[src/rtl/ttce_pkg.sv]
package ttce_pkg;

   localparam int OP_W    = 2;
   localparam int CHAR_W  = 8;
   localparam int ADDR_W  = 11;
   localparam int CELL_W  = 16;
   localparam int COLOR_W = 8;

   typedef enum logic [OP_W-1:0] {
      OP_PUT   = 2'd0,
      OP_READ  = 2'd1,
      OP_CLEAR = 2'd2,
      OP_SPARE = 2'd3
   } op_type;

   localparam logic [CHAR_W-1:0] CHAR_BS  = 8'h08;
   localparam logic [CHAR_W-1:0] CHAR_TAB = 8'h09;
   localparam logic [CHAR_W-1:0] CHAR_LF  = 8'h0A;
   localparam logic [CHAR_W-1:0] CHAR_CR  = 8'h0D;
   localparam logic [CHAR_W-1:0] PRINT_LO = 8'h20;
   localparam logic [CHAR_W-1:0] PRINT_HI = 8'h7F;

   typedef enum logic [2:0] {
      KIND_PRINT = 3'd0,
      KIND_BS    = 3'd1,
      KIND_TAB   = 3'd2,
      KIND_CR    = 3'd3,
      KIND_LF    = 3'd4,
      KIND_READ  = 3'd5,
      KIND_CLEAR = 3'd6,
      KIND_NONE  = 3'd7
   } kind_type;

   typedef struct packed {
      kind_type            kind;
      logic [CHAR_W-1:0]   char_code;
      logic [ADDR_W-1:0]   cell_address;
   } cmd_type;

   typedef struct packed {
      logic    valid;
      cmd_type cmd;
   } q_head_type;

   typedef struct packed {
      logic pop;
      logic busy;
   } back_ctl_type;

endpackage

[src/rtl/ttce_front.sv]
module ttce_front (
   input  logic                       clock,
   input  logic                       reset,
   input  logic                       req_valid,
   output logic                       req_stall,
   input  logic [ttce_pkg::OP_W-1:0]   req_op,
   input  logic [ttce_pkg::CHAR_W-1:0] req_char_code,
   input  logic [ttce_pkg::ADDR_W-1:0] req_cell_address,
   input  ttce_pkg::back_ctl_type      back_ctl,
   output ttce_pkg::q_head_type        q_head
);
   import ttce_pkg::*;

   localparam int DEPTH = 2;

   cmd_type    q_ff [DEPTH];
   cmd_type    cmd_in;
   logic       wr_ptr_ff, wr_ptr_in;
   logic       rd_ptr_ff, rd_ptr_in;
   logic [1:0] count_ff, count_in;
   logic       push;

   always_comb begin
      cmd_in.char_code    = req_char_code;
      cmd_in.cell_address = req_cell_address;
      case (req_op)
         OP_PUT: begin
            case (req_char_code)
               CHAR_BS:  cmd_in.kind = KIND_BS;
               CHAR_TAB: cmd_in.kind = KIND_TAB;
               CHAR_CR:  cmd_in.kind = KIND_CR;
               CHAR_LF:  cmd_in.kind = KIND_LF;
               default: begin
                  cmd_in.kind = (req_char_code inside {[PRINT_LO:PRINT_HI]}) ?
                                KIND_PRINT : KIND_NONE;
               end
            endcase
         end
         OP_READ:  cmd_in.kind = KIND_READ;
         OP_CLEAR: cmd_in.kind = KIND_CLEAR;
         default:  cmd_in.kind = KIND_NONE;
      endcase
   end

   assign req_stall = (count_ff == 2'(DEPTH)) || back_ctl.busy;
   assign push      = req_valid && !req_stall;

   always_comb begin
      wr_ptr_in = push ? !wr_ptr_ff : wr_ptr_ff;
      rd_ptr_in = back_ctl.pop ? !rd_ptr_ff : rd_ptr_ff;
      count_in  = count_ff + {1'b0, push} - {1'b0, back_ctl.pop};
   end

   always_ff @(posedge clock) begin
      if (reset) begin
         wr_ptr_ff <= 1'b0;
         rd_ptr_ff <= 1'b0;
         count_ff  <= 2'd0;
      end else begin
         wr_ptr_ff <= wr_ptr_in;
         rd_ptr_ff <= rd_ptr_in;
         count_ff  <= count_in;
      end
   end

   always_ff @(posedge clock) begin
      if (push) begin
         q_ff[wr_ptr_ff] <= cmd_in;
      end
   end

   assign q_head.valid = (count_ff != 2'd0);
   assign q_head.cmd   = q_ff[rd_ptr_ff];

   a_no_overflow: assert property (@(posedge clock) disable iff (reset)
      count_ff <= 2'(DEPTH))
      else $error("Command queue holds more entries than it has.");

   a_pop_nonempty: assert property (@(posedge clock) disable iff (reset)
      back_ctl.pop |-> count_ff != 2'd0)
      else $error("Command queue popped while empty.");

   a_push_counts: assert property (@(posedge clock) disable iff (reset)
      push && !back_ctl.pop |=> count_ff == $past(count_ff) + 2'd1)
      else $error("Command queue lost an accepted beat.");

endmodule

[config.mk]
export PLATFORM = sky130hd
export DESIGN_NAME = ttce_front
export DESIGN_NICKNAME = d
export VERILOG_FILES = /design/src/rtl/ttce_pkg.sv /design/src/rtl/ttce_front.sv
export SDC_FILE = /design/constraint.sdc
export NUM_CORES = 1
export LEC_CHECK = 0
export ABC_AREA = 1
export BUFFER_PORTS_ARGS = -buffer_cell sky130_fd_sc_hd__buf_2
export CORE_MARGIN = 5
export CORE_UTILIZATION = 44
export DETAILED_ROUTE_END_ITERATION = 8
export PLACE_DENSITY = 0.71
export SLEW_MARGIN = 20
export SYNTH_ARGS = -nofsm -noshare
export SYNTH_HDL_FRONTEND = slang
export SYNTH_SLANG_ARGS = --single-unit
export TNS_END_PERCENT = 100
[constraint.sdc]
create_clock -name clock -period 2.1 [get_ports clock]
set_input_delay 0.21 -clock clock [delete_from_list [all_inputs] [get_ports clock]]
set_output_delay 0.21 -clock clock [all_outputs]
set_load 0.005 [all_outputs]
==> run metrics, run 1 <==
most common flop cell mapped by yosys=sky130_fd_sc_hd__edfxtp_1; Static Leakage=1.00 nW; Worst Path Class, Setup=reg2reg; Final Instance Count excl. Fillers=254; aggregate global routing overflow=0; share of flip-flops with an asynchronous set or reset=0%; setup TNS=0 ns; top post-synthesis cells by area=sky130_fd_sc_hd__edfxtp_1, sky130_fd_sc_hd__mux2_1, sky130_fd_sc_hd__dfxtp_1; CTS tree=yes; register bit count reported by yosys=49; starting density of the core=a little under half; number of placement rows=24; Fmax=about 0.62 GHz; area share of the largest cell type after synthesis=65.3%; number of flops mapped to enable cells by yosys=44; Data arrival, critical path=1.83 ns; top cells by instance count after synthesis=sky130_fd_sc_hd__edfxtp_1, sky130_fd_sc_hd__nand2_1, sky130_fd_sc_hd__mux2_1, sky130_fd_sc_hd__inv_1, sky130_fd_sc_hd__nor2_1; critical path launch point type=flop; CTS resizes=0; x dimension of the die=slightly below 80 um; result of the run=finished clean; via density per instance=just under 5; proportion of total power due to net switching=23.3%; TritonCTS Buffers=5; total number of vias=1222; worst rel slew slack=between 70% and 80%; number of port buffers=49; worst supply voltage drop on vdd=0.417 mV; number of antenna diodes=0; H-tree level count=2; Die Footprint=6060 um^2; wire length per cell after detailed routing=between 10 and 15 um; Remaining DRCs=0; synthesized net count=173; min cycle time layout=1.61 ns; distinct cell type count of the synthesized netlist=19; clock transition at the register clock pins on the worst setup and hold paths after CTS=0.08 ns; CP most frequent cell=sky130_fd_sc_hd__ha_1; placed cells=246; HP Class=in2reg; yosys warns=0; power per unit of standard cell area=784 nW/um^2; post-synthesis cell area=2020 um^2; final-stage net count=between 200 and 250; Seq pwr share=approximately three fifths; maximum number of buffers from clock root to sink=2; post-route antenna net violation count=0; hold_buf cts=0; # setup viols final=0; first-pass GRT wire length=between 5 and 6 mm; power share of the clock group=28.0%; synthesized area per cell=~14 um^2; cells along the critical path=inv_2 -> nand2_1 -> nand3_1 -> ha_1 -> inv_1 -> ha_1 -> xnor2_1 -> nor2_1 -> nor3b_1; Max-Cap Viols=0; post-route clock period utilization=76.7%; pins over their slew limit=0; cell internal power dissipation=1.47 mW; fraction of final layout cells with drive strength greater than 1=35.6%; number of global-route vias before repair=1206; combinational share of power=12.9%; TritonCTS sink count=49; DRT Wirelength=3.37 mm; placer congestion estimate=0.836; master cell of the clock root buffer=sky130_fd_sc_hd__clkbuf_8; kind of capture point of the worst setup path=flop; core outline area=~4400 um^2; setup clock skew after layout=~0.0044 ns; Required @ worst endpoint=around 2.3 ns; largest fanout of any net on the critical path=4; pin count of the biggest net entering global routing=24; source-to-sink clock delay at the later pin of the worst-skew pair=approximately 0.30 ns; post-synthesis instance total=143; dominant cell by count in the synthesized netlist=sky130_fd_sc_hd__edfxtp_1; placed wire-length estimate=2.43 mm; delay of the slowest cell on the worst path=0.35 ns; I/O Pins=50; count of routing violations after the opening detailed-route iteration=59; final-report hold violation count=0; area growth from synthesis to layout=20.6%; antenna violations before repair=0; Worst path slowest cell=sky130_fd_sc_hd__dfxtp_1; post-CTS setup-driven buffer insertion count=0; Yosys top cell by area=sky130_fd_sc_hd__edfxtp_1; first-pass iteration count of the detailed router=4; unrepaired setup endpoints after global routing=false; chip height=77.8 um; slew of the pin with the lowest slew margin=0.321 ns; total global routing track utilization=11.6%; sequential element share of the synthesized area=between 70% and 80%; switching power=446 uW
cells in the final DEF (no fill, tap or decap):
| cell type | n |
|---|---|
| sky130_fd_sc_hd__clkbuf_1 | 1 |
| sky130_fd_sc_hd__nand2_2 | 1 |
| sky130_fd_sc_hd__xnor2_1 | 2 |
| sky130_fd_sc_hd__mux2_1 | 22 |
| sky130_fd_sc_hd__nand3_2 | 1 |
| sky130_fd_sc_hd__o21ai_0 | 1 |
| sky130_fd_sc_hd__nand3_1 | 2 |
| sky130_fd_sc_hd__o21ai_1 | 1 |
| sky130_fd_sc_hd__inv_1 | 12 |
| sky130_fd_sc_hd__inv_2 | 6 |
| sky130_fd_sc_hd__a21oi_1 | 1 |
| sky130_fd_sc_hd__buf_2 | 49 |
| sky130_fd_sc_hd__dfxtp_1 | 5 |
| sky130_fd_sc_hd__nand2_1 | 26 |
| sky130_fd_sc_hd__clkinvlp_4 | 2 |
| sky130_fd_sc_hd__nor2_1 | 7 |
| sky130_fd_sc_hd__clkbuf_8 | 5 |
| sky130_fd_sc_hd__nor2_4 | 1 |
| sky130_fd_sc_hd__ha_1 | 4 |
| sky130_fd_sc_hd__buf_4 | 4 |
| sky130_fd_sc_hd__nor2_2 | 3 |
| sky130_fd_sc_hd__nor3b_1 | 2 |
| sky130_fd_sc_hd__edfxtp_1 | 44 |
critical path: cells and delay by family (launching register included):
kind | cells | cell delay, ns
XOR/XNOR | 1 | 0.17
adder cells (fa/ha/maj) | 2 | 0.50
buffers and inverters | 2 | 0.08
flip-flops | 1 | 0.35
AND/OR/NAND/NOR | 4 | 0.45
state kept, by name, summed over array words and instances, names as in the netlist, named ones only:
signal and cells:
count_ff 2, q_ff 44, rd_ptr_ff 1, wr_ptr_ff 1
metal layers:
| metal | vias to the layer above | track usage (%) | share of wire (%) |
|---|---|---|---|
| met4 | 0 | 4.12 | 1.1 |
| met5 | - | 0 | 0 |
| met3 | 4 | 4.51 | 6.7 |
| met2 | 38 | 18.8 | 49 |
| met1 | 578 | 14.1 | 43 |
| li1 | 602 | - | - |
cell type report:
class,instances,area [um^2]
Fill cell,387,1970
Sequential cell,49,1420
Multi-Input combinational cell,74,526
Timing Repair Buffer,53,275
Clock buffer,6,72.6
Inverter,18,67.6
Tap cell,52,65.1
Clock inverter,2,15.0
cells by family (layout without fill, tap and decap cells):
| family | after synthesis | after routing | share of synthesized area (%) |
|---|---|---|---|
| compound gates | 3 | 3 | 0.741 |
| xor+xnor | 2 | 2 | 0.865 |
| fa+ha+maj | 4 | 4 | 2.47 |
| buf+inv | 20 | 79 | 4.08 |
| flops | 49 | 49 | 70.2 |
| mux | 22 | 22 | 12.2 |
| simple gates | 43 | 43 | 9.39 |
final timing paths:
kind                       startpoint           to  slack [ns]  cells after the start
hold reg to reg             rd_ptr_ff         flop        0.54                      2
setup / recovery          count_ff[0]  count_ff[1]        0.49                      9
hold / removal    req_cell_address[6]   q_ff[0][6]        0.10                      1
setup reg to reg          count_ff[0]  count_ff[1]        0.49                      9
through the flow:
step | hold WS (ns) | area (um^2) | util (%) | setup slack, ns | power [mW]
2_1_floorplan | 0.281 | 2020 | - | 0.159 | 1.29
3_3_place_gp | 0.402 | 2350 | 53.3 | 0.511 | 1.40
3_5_place_dp | 0.407 | 2350 | 53.3 | 0.485 | 1.41
4_1_cts | 0.0902 | 2440 | 55.3 | 0.469 | 1.94
5_1_grt | 0.0799 | 2440 | 55.3 | 0.325 | 2.02
6_report | 0.103 | 2440 | 55.3 | 0.490 | 1.91
power by group through the flow:
stage | Sequential, mW | Combinational [mW] | Clock [mW]
after floorplan | 1.15 | 0.139 | 0
after global placement | 1.15 | 0.248 | 0
after detailed placement | 1.15 | 0.253 | 0
after CTS | 1.13 | 0.254 | 0.557
after global routing | 1.14 | 0.281 | 0.599
final | 1.13 | 0.247 | 0.536
No activity file was read; power rests on OpenSTA's default activity.
==> inputs of run 2 (changes only) <==
--- a/config.mk
+++ b/config.mk
@@ -5,12 +5,12 @@
 export SDC_FILE = /design/constraint.sdc
 export NUM_CORES = 1
 export LEC_CHECK = 0
-export ABC_AREA = 1
+export ABC_AREA = 0
 export BUFFER_PORTS_ARGS = -buffer_cell sky130_fd_sc_hd__buf_2
 export CORE_MARGIN = 5
 export CORE_UTILIZATION = 44
 export DETAILED_ROUTE_END_ITERATION = 8
-export PLACE_DENSITY = 0.71
+export PLACE_DENSITY = 0.68
 export SLEW_MARGIN = 20
 export SYNTH_ARGS = -nofsm -noshare
 export SYNTH_HDL_FRONTEND = slang
==> constraint.sdc (replaced) <==
create_clock -name clock -period 1.6 [get_ports clock]
set_input_delay 0.16 -clock clock [delete_from_list [all_inputs] [get_ports clock]]
set_output_delay 0.16 -clock clock [all_outputs]
set_load 0.005 [all_outputs]
==> run 2 against run 1 <==
The run now ends with negative setup slack left. Global-route usage is 0.56 points higher. Via count shrank 2.3%. Utilization grew 4.9 points.
==> run metrics, run 2 <==
placer congestion estimate=0.726; Regs by FF count=q_ff (44), count_ff (2); distinct cell type count of the synthesized netlist=24; chip height=between 70 and 80 um; Data arrival, critical path=1.77 ns; cell internal power dissipation=2.03 mW; pin count of the biggest net entering global routing=15; setup TNS=-3.01 ns; min cycle time layout=1.75 ns; total global routing track utilization=12.2%; switching power=just under 600 uW; largest fanout of any net on the critical path=7; WHS=0.0513 ns; Seq pwr share=56.9%; wire length per cell after detailed routing=15.5 um; proportion of total power due to net switching=22.5%; Yosys top cell by area=sky130_fd_sc_hd__edfxtp_1; I/O Pins=50; layer with the highest usage=met2; power share of the clock group=25.3%; sequential element share of the synthesized area=between 70 and 80%; number of port buffers=49; register name with the most flops=q_ff; # setup viols final=23; via density per instance=5.08; top post-synthesis cells by area=sky130_fd_sc_hd__edfxtp_1, sky130_fd_sc_hd__mux2_2, sky130_fd_sc_hd__dfxtp_1; source-to-sink clock delay at the later pin of the worst-skew pair=0.29 ns; R2R Path End=q_ff[0][20]; combinational share of power=17.8%; unrepaired setup endpoints after global routing=true; cells along the critical path=nor2b_4 -> buf_6 -> buf_6 -> or4_4 -> clkinvlp_4 -> clkbuf_16; x dimension of the die=between 70 and 80 um; worst rel slew slack=approximately four fifths; Worst Path Class, Setup=reg2reg; Static Leakage=0.987 nW; dominant cell by count in the synthesized netlist=sky130_fd_sc_hd__edfxtp_1; area growth from synthesis to layout=33.3%; CTS tree=yes; worst hold path depth=1; DRT Wirelength=roughly 3.6 mm; result of the run=finished with violations; pins over their slew limit=0; failing checks=negative setup slack; Reg2Reg Depth=6; R2R Path Start=count_ff[1]; setup slack of the most critical reg-to-reg path=-0.15 ns; TritonCTS sink count=49; placed cells=roughly 220; slew of the pin with the lowest slew margin=0.318 ns; synthesized net count=144; Worst path slowest cell=sky130_fd_sc_hd__or4_4; TritonCTS Buffers=5; Final Instance Count excl. Fillers=235; most common flop cell mapped by yosys=sky130_fd_sc_hd__edfxtp_1; Die Footprint=5870 um^2; yosys warns=0; post-route clock period utilization=109%; fraction of final layout cells with drive strength greater than 1=59.0%; critical path launch point type=flop; post-synthesis cell area=1950 um^2; area share of the largest cell type after synthesis=67.6%; starting density of the core=45.2%; Required @ worst endpoint=approximately 1.6 ns; HP Class=in2reg; post-synthesis instance total=114; final worst setup slack=-0.151 ns; hold path startpoint=req_cell_address[2]; first-pass iteration count of the detailed router=4; clock transition at the register clock pins on the worst setup and hold paths after CTS=0.08 ns; routing usage on met3=4.14%; post-route antenna net violation count=0; final-report hold violation count=0; master cell of the clock root buffer=sky130_fd_sc_hd__clkbuf_8; number of antenna diodes=0; count of routing violations after the opening detailed-route iteration=88; flip-flop count of the largest register after layout=44; setup clock skew after layout=between 0.002 and 0.003 ns; most common cell after layout, fill and taps aside=sky130_fd_sc_hd__buf_2; hold-critical path endpoint=q_ff[1][2]; Remaining DRCs=0; power per unit of standard cell area=1010 nW/um^2; number of global-route vias before repair=1233; antenna violations before repair=0; Max-Cap Viols=0; worst supply voltage drop on vdd=0.424 mV; first-pass GRT wire length=5.70 mm; delay of the slowest cell on the worst path=0.49 ns; H-tree level count=2; met1 Use GR=13.3%; register bit count reported by yosys=49; GRT met2 Usage=about a fifth; CP most frequent cell=sky130_fd_sc_hd__buf_6; number of flops mapped to enable cells by yosys=44; Fmax=between 0.5 and 0.6 GHz; placed wire-length estimate=2.62 mm; highest-count cells in the layout ignoring fill and taps=sky130_fd_sc_hd__buf_2, sky130_fd_sc_hd__edfxtp_1, sky130_fd_sc_hd__mux2_2; core outline area=~4300 um^2; number of placement rows=24; final-stage net count=between 200 and 250; worst-case setup slack after placement=-0.211 ns; top cells by instance count after synthesis=sky130_fd_sc_hd__edfxtp_1, sky130_fd_sc_hd__mux2_2, sky130_fd_sc_hd__inv_1, sky130_fd_sc_hd__nor2_1, sky130_fd_sc_hd__dfxtp_1; aggregate global routing overflow=0; maximum number of buffers from clock root to sink=2; share of flip-flops with an asynchronous set or reset=0%; total number of vias=1194; kind of capture point of the worst setup path=flop; synthesized area per cell=17.1 um^2
run 2: final cells by class:
| class | instances | area (um^2) |
|---|---|---|
| clock buffers | 5 | 68.8 |
| clock inverters | 2 | 11.3 |
| fillers | 341 | 1720 |
| inverters | 6 | 26.3 |
| multi-input cells | 57 | 571 |
| flip-flops and latches | 49 | 1420 |
| well taps | 52 | 65.1 |
| repair buffers | 64 | 439 |
run 2: how the worst max path moves through the flow:
stage	cells past startpoint	endpoint	start	slack [ns]
detailed placement	8	count_ff[1]	count_ff[1]	-0.21
global route	8	count_ff[1]	count_ff[1]	-0.22
floorplan	8	count_ff[1]	count_ff[1]	-0.12
global placement	8	count_ff[1]	count_ff[1]	-0.12
CTS	8	count_ff[1]	count_ff[1]	-0.22
finish	6	q_ff[0][20]	count_ff[1]	-0.15
run 2: cells by family (layout without fill, tap and decap cells):
kind of cell / after synthesis / in the layout / share of synthesized area [%]
adders and majority gates: 4 / 4 / 2.56
buffers and inverters: 8 / 77 / 1.67
AOI/OAI and AO/OA: 8 / 8 / 2.43
DFF: 49 / 49 / 72.8
muxes: 22 / 22 / 12.7
and+or+nand+nor: 20 / 20 / 6.53
xor gates and xnor gates: 3 / 3 / 1.35
run 2: metal layers:
metal / vias up / share of wire (%)
met1: 579 / 41
met4: 0 / 1.3
met2: 40 / 51
met5: - / 0
li1: 568 / -
met3: 7 / 6.7
run 2: critical path, delay by kind of cell (launching register included):
family / cells / cell delay, ns
flip-flops: 1 / 0.33
AND/OR/NAND/NOR: 2 / 0.61
buffers and inverters: 4 / 0.54
run 2: power by group through the flow:
stage	clock [mW]	combinational, mW	sequential, mW
CTS	0.693	0.402	1.49
detailed placement	0	0.388	1.52
global placement	0	0.375	1.51
global route	0.745	0.513	1.50
floorplan	0	0.189	1.51
finish	0.662	0.467	1.49
run 2: timing repair:
item | CTS | global route
buffers inserted | 1 | 2
pin swaps | 0 | 1
hold buffers | 0 | 0
endpoints found under the setup margin | 24 | 23
cloned | 0 | 1
gates resized for setup | 2 | 13
run 2: stage by stage:
| stage | area [um^2] | power (mW) | utilization, % |
|---|---|---|---|
| after floorplan | 1970 | 1.70 | - |
| after global placement | 2400 | 1.89 | 55.6 |
| after detailed placement | 2400 | 1.91 | 55.6 |
| after CTS | 2490 | 2.58 | 57.7 |
| after global routing | 2600 | 2.75 | 60.2 |
| final | 2600 | 2.62 | 60.2 |
